### src/sv/fce_pkg.sv
// Shared constants, status and mode codes, and controller/datapath structs
// for the chained-block file byte engine. No dependencies.
`default_nettype none
package fce_pkg;

	localparam int BLOCK_BYTES = 64;
	localparam int NUM_BLOCKS  = 64;
	localparam int MAX_OPEN    = 8;
	localparam int BLK_W   = 6;
	localparam int CHAIN_W = 7;
	localparam int POS_W   = 13;
	localparam int HND_W   = 3;
	localparam int OFS_W   = $clog2(BLOCK_BYTES);
	localparam int STEP_W  = POS_W - OFS_W;
	localparam int DISK_DEPTH = NUM_BLOCKS * BLOCK_BYTES;

	localparam logic [CHAIN_W-1:0] CHAIN_END = 7'd127;
	localparam logic [POS_W-1:0]   POS_MAX   = 13'h1FFF;
	localparam logic [BLK_W-1:0]   FDB_RESET = 6'd7;

	localparam logic [1:0] ST_OK     = 2'd0;
	localparam logic [1:0] ST_RANGE  = 2'd1;
	localparam logic [1:0] ST_NOFREE = 2'd2;
	localparam logic [1:0] ST_BROKEN = 2'd3;

	localparam logic [1:0] MODE_WRITE = 2'd0;
	localparam logic [1:0] MODE_READ  = 2'd1;
	localparam logic [1:0] MODE_LOAD  = 2'd2;

	typedef struct packed {
		logic       latch;
		logic       load;
		logic       start;
		logic       step_rd;
		logic       advance;
		logic       scan_init;
		logic       scan_inc;
		logic       link_wr;
		logic       mark_wr;
		logic       disk_wr;
		logic       disk_rd;
		logic       disk_done;
		logic       set_code;
		logic [1:0] code;
		logic       emit;
	} cmd_t;

	typedef struct packed {
		logic bad_handle;
		logic is_load;
		logic is_write;
		logic is_read;
		logic range_fail;
		logic first_bad;
		logic steps_zero;
		logic nxt_end;
		logic nxt_bad;
		logic scan_done;
		logic scan_free;
	} sts_t;

endpackage
`default_nettype wire

### src/sv/fce_ctrl.sv
// Controller: sequences dispatch, chain walk, free scan, linking and the disk
// access, and owns the word handshakes. Depends on fce_pkg.
`default_nettype none
module fce_ctrl import fce_pkg::*; (
	input  wire logic clk,
	input  wire logic arst_n,
	input  wire logic in_valid,
	output      logic in_ready,
	output      logic out_valid,
	input  wire logic out_ready,
	input  wire sts_t sts,
	output      cmd_t cmd
);
	typedef enum logic [10:0] {
		S_IDLE     = 11'b00000000001,
		S_DISPATCH = 11'b00000000010,
		S_WALK     = 11'b00000000100,
		S_WALK_CHK = 11'b00000001000,
		S_SCAN     = 11'b00000010000,
		S_LINK     = 11'b00000100000,
		S_MARK     = 11'b00001000000,
		S_DISK_WR  = 11'b00010000000,
		S_DISK_RD  = 11'b00100000000,
		S_DISK_WT  = 11'b01000000000,
		S_FINISH   = 11'b10000000000
	} state_t;

	state_t state_q, state_d;
	logic   slot_free;

	assign in_ready  = state_q == S_IDLE;
	assign slot_free = !out_valid || out_ready;

	always_comb begin
		cmd     = '0;
		state_d = state_q;
		unique case (state_q)
			S_IDLE: begin
				if (in_valid) begin
					cmd.latch = 1'b1;
					state_d   = S_DISPATCH;
				end
			end
			S_DISPATCH: begin
				cmd.set_code = 1'b1;
				state_d      = S_FINISH;
				priority if (sts.bad_handle)
					cmd.code = ST_RANGE;
				else if (sts.is_load) begin
					cmd.load = 1'b1;
					cmd.code = ST_OK;
				end else if (!sts.is_write && !sts.is_read)
					cmd.code = ST_OK;
				else if (sts.range_fail)
					cmd.code = ST_RANGE;
				else if (sts.first_bad)
					cmd.code = ST_BROKEN;
				else begin
					cmd.set_code = 1'b0;
					cmd.start    = 1'b1;
					state_d      = S_WALK;
				end
			end
			S_WALK: begin
				priority if (sts.steps_zero)
					state_d = sts.is_write ? S_DISK_WR : S_DISK_RD;
				else begin
					cmd.step_rd = 1'b1;
					state_d     = S_WALK_CHK;
				end
			end
			S_WALK_CHK: begin
				priority if (sts.nxt_end && sts.is_write) begin
					cmd.scan_init = 1'b1;
					state_d       = S_SCAN;
				end else if (sts.nxt_end || sts.nxt_bad) begin
					cmd.set_code = 1'b1;
					cmd.code     = ST_BROKEN;
					state_d      = S_FINISH;
				end else begin
					cmd.advance = 1'b1;
					state_d     = S_WALK;
				end
			end
			S_SCAN: begin
				priority if (sts.scan_done) begin
					cmd.set_code = 1'b1;
					cmd.code     = ST_NOFREE;
					state_d      = S_FINISH;
				end else if (sts.scan_free)
					state_d = S_LINK;
				else
					cmd.scan_inc = 1'b1;
			end
			S_LINK: begin
				cmd.link_wr = 1'b1;
				state_d     = S_MARK;
			end
			S_MARK: begin
				cmd.mark_wr = 1'b1;
				state_d     = S_WALK;
			end
			S_DISK_WR: begin
				cmd.disk_wr  = 1'b1;
				cmd.set_code = 1'b1;
				cmd.code     = ST_OK;
				state_d      = S_FINISH;
			end
			S_DISK_RD: begin
				cmd.disk_rd = 1'b1;
				state_d     = S_DISK_WT;
			end
			S_DISK_WT: begin
				cmd.disk_done = 1'b1;
				cmd.set_code  = 1'b1;
				cmd.code      = ST_OK;
				state_d       = S_FINISH;
			end
			S_FINISH: begin
				if (slot_free) begin
					cmd.emit = 1'b1;
					state_d  = S_IDLE;
				end
			end
			default: state_d = S_IDLE;
		endcase
	end

	always_ff @(posedge clk or negedge arst_n) begin
		if (!arst_n) begin
			state_q   <= S_IDLE;
			out_valid <= 1'b0;
		end else begin
			state_q <= state_d;
			if (cmd.emit)
				out_valid <= 1'b1;
			else if (out_ready)
				out_valid <= 1'b0;
		end
	end
endmodule
`default_nettype wire

### config.mk
export PLATFORM = sky130hd
export DESIGN_NAME = fce_ctrl
export DESIGN_NICKNAME = d
export VERILOG_FILES = /design/src/sv/fce_pkg.sv /design/src/sv/fce_ctrl.sv
export SDC_FILE = /design/constraint.sdc
export NUM_CORES = 1
export LEC_CHECK = 0
export ABC_AREA = 1
export ABC_CLOCK_PERIOD_IN_PS = 3460
export BUFFER_PORTS_ARGS = -buffer_cell sky130_fd_sc_hd__buf_2
export CORE_MARGIN = 5
export CORE_UTILIZATION = 52
export CTS_CLUSTER_DIAMETER = 120
export CTS_CLUSTER_SIZE = 16
export DETAILED_ROUTE_END_ITERATION = 10
export PLACE_DENSITY_LB_ADDON = 0.3
export SLEW_MARGIN = 20
export SYNTH_ARGS = -nofsm -noshare
export SYNTH_HDL_FRONTEND = slang
export SYNTH_SLANG_ARGS = --single-unit
### constraint.sdc
create_clock -name clk -period 3.46 [get_ports clk]
set_clock_uncertainty 0.2 [all_clocks]
set_input_delay 0.173 -clock clk [delete_from_list [all_inputs] [get_ports clk]]
set_output_delay 0.173 -clock clk [all_outputs]
set_load 0.005 [all_outputs]
==> impl_metrics.csv <==
group,metric,value,unit
final_layout,multiInputGateArea,514,sq um
global_route,grt_overflow,0,
flow_run,max_cap_violations,0,
cts,clock-root-buffer,"clkbuf_4",
timing,hold_viol,0,
global_route,grt_use_total,20.0,%
timing,post-route-period-util,58.4,%
worst_setup_path,worstPathRequired,3.09,ns
global_route,grt_pass1_vias,1009,
synth,syn_area_per_cell,6.95,sq um
worst_setup_path,crit_fanout,4,
cts,cts_setup_buffers,0,
die,core_area,0.00171,sq mm
worst_setup_path,crit_family,"buffers and inverters",
placed_design,pre_cts_ws,1.75,ns
worst_setup_path,max_stage_delay,0.54,ns
worst_setup_path,arrival,1.65,ns
timing,drv_slew,0,
cts,ctsLongestPathBuffers,2,
synth,synth_nets,147,
cts,numCtsBuffers,3,
timing,worstMarginPinSlew,0.364,ns
placed_design,port_buffers,32,
cts,cts_num_sinks,12,
die,die_area,0.00270,sq mm
worst_setup_path,timing.critical_path.mode_cell,"nor2_1",
min_path,worstHoldStart,"sts[1]",
route,wirelength,2.32,mm
global_route,grt_max_degree,13,
timing,setup_ws,1.44,ns
route,drtIter0Drc,17,
timing,fin_crit,2.02,ns
synth,yosys.cell_types.count,26,
cts,clk_latency,0.27,ns
synth,synth_warnings,0,
die,die_w,52.0,um
worst_setup_path,slowest_stage,"dlygate4sd3_1",
placed_design,dp_hpwl,1.86,mm
synth,ys_seq_elements,12,
final_layout,nFillCells,137,
power_and_ir_drop,cellPowerDensity,441,mW/mm^2
worst_setup_path,crit_type,"in -> out",
worst_setup_path,end_kind,"output pin",
synth,yosysTopAreaCellShare,30.0,%
die,initial_utilization,53.7,%
route,via_per_inst,4.90,
synth,yosys.area.top_type,"dfrtp_1",
worst_setup_path,cp.buffers_inverters,3,
synth,synthFlopType,"dfrtp_1",
route,post-route-drc-count,0,
synth,async_flop_share,100,%
power_and_ir_drop,vdd_ir_drop_max,0.000256,V
timing,slew-limit-headroom,75.5,%
global_route,antenna_found_initial,0,
route,vias,975,
worst_setup_path,r2r-start,"state_q[4]",
die,ios,33,
synth,ys_seq_area_share,32.9,%
final_layout,drive_above_1_share,35.6,%
power_and_ir_drop,p_total,0.531,mW
run_status,outcome,"complete, no violations",
cts,cts_tree,"yes",
route,drt_pass1_iterations,4,
synth,yosysMostFrequentCell,"nor2_1",
timing,rsz0062_at_grt,"no",
route,drt.antenna.violating_nets,0,
min_path,hold_class,"in -> reg",
die,num_rows,15,
cts,clk_pin_slew,0.07,ns
global_route,grt_pass1_wl,3.95,mm
timing,tns,0,ns
final_layout,register_area,302,sq um
cts,h-tree-depth,1,
synth,synthTopCellsByCount,"nor2_1 (27), inv_1 (25), nand2_1 (24), dfrtp_1 (11), nand3_1 (7)",
cts,cts_resized,0,
timing,whs,0.0450,ns
power_and_ir_drop,p_leak,0.721,nW
worst_setup_path,cp_cell_sequence,"dlygate4sd3_1 > buf_2 > nor2_1 > nor4_1 > nor2_1 > nor2_1 > nand2_1 > buf_2",
synth,syn_inst,132,
worst_setup_path,crit_start,"sts[8]",
final_layout,n_antenna_cell,0,
die,die_y,52.0,um
synth,synth_area_leaders,"dfrtp_1 (30%), nor2_1 (11%), inv_1 (10%), nand2_1 (9.8%), nor2_4 (4.9%)",
timing,finalSetupViolCount,0,
final_layout,nNetsFinal,190,
route,avgRoutedWirePerCell,11.7,um
synth,synth_area,917,sq um
placed_design,gp_congestion,0.847,
synth,synth_edf_count,0,
timing,clock.fmax,495,MHz
worst_setup_path,startpoint_type,"primary input",
final_layout,syn_to_final_growth,31.4,%
==> layout make-up <==
type | instances | share of cell area [%]
Multi-Input combinational cell | 93 | 42.7
Timing Repair Buffer | 38 | 18.3
Clock buffer | 4 | 3.01
Tap cell | 25 | 2.60
Inverter | 27 | 8.41
Sequential cell | 12 | 25.0
==> flip-flops by register name, indices dropped and copies added (netlist names) <==
register   count
state_q       11
out_valid      1
==> power breakdown <==
part           switching, mW  total [mW]  internal, mW
Combinational          0.151       0.244        0.0921
Sequential            0.0141       0.176         0.161
Clock                 0.0483       0.112        0.0640
Total                  0.214       0.531         0.318
==> final timing paths <==
path | slack (ns) | endpoint | depth (start not counted)
max in group asynchronous | 2.70 | state_q[0] | 2
setup reg to reg | 1.89 | state_q[0] | 8
hold / removal | 0.05 | state_q[5] | 4
min in group asynchronous | 0.09 | state_q[2] | 2
setup / recovery | 1.44 | cmd[3] | 8
hold reg to reg | 0.37 | out_valid | 2
==> per-layer routing <==
layer  track usage [%]  part of all wire, %  up-vias
met2              37.4                   50       39
met1              19.6                   40      441
met4              11.4                  2.3        0
met3              4.58                  7.5        6
met5                 0                    0        -
li1                  -                    -      489
==> cells in the final DEF (no fill, tap or decap), types with 2 or more instances in the layout <==
master         synthesis  final
dlygate4sd3_1          0      6
nor2_4                 4      4
buf_2                  0     32
nand2_2                4      4
dfrtp_1               11     11
inv_1                 25     25
inv_2                  2      2
nand2_4                3      3
nor3_1                 2      2
nand3_1                7      7
clkbuf_4               0      3
nor2_2                 5      5
nor2_1                27     27
nand2_1               24     24
o21ai_1                3      3
o21ai_2                2      2
==> worst min-delay path, stage by stage <==
cell	delay (ns)
buf_2	0.08
inv_1	0.07
nand3_4	0.11
nor3_1	0.05
==> stage by stage <==
stage | std cells | util (%) | instance area, sq um
2_1_floorplan | 132 | - | 917
3_3_place_gp | 189 | 64.9 | 1110
3_5_place_dp | 189 | 64.9 | 1110
4_1_cts | 199 | 70.5 | 1200
5_1_grt | 199 | 70.5 | 1200
6_report | 199 | 70.5 | 1200
==> kinds of logic after synthesis <==
group           count (synthesis)  synth area share [%]
flops                          12                  32.9
compound gates                  8                  5.32
simple gates                   85                  50.8
buf+inv                        27                  11.1
==> what timing repair did <==
action | CTS | global route
hold endpoints to repair | 19 | 0
hold buffers | 6 | 0
setup endpoints to repair | 0 | 0
Note: power is estimated with default switching activity, not from simulation.
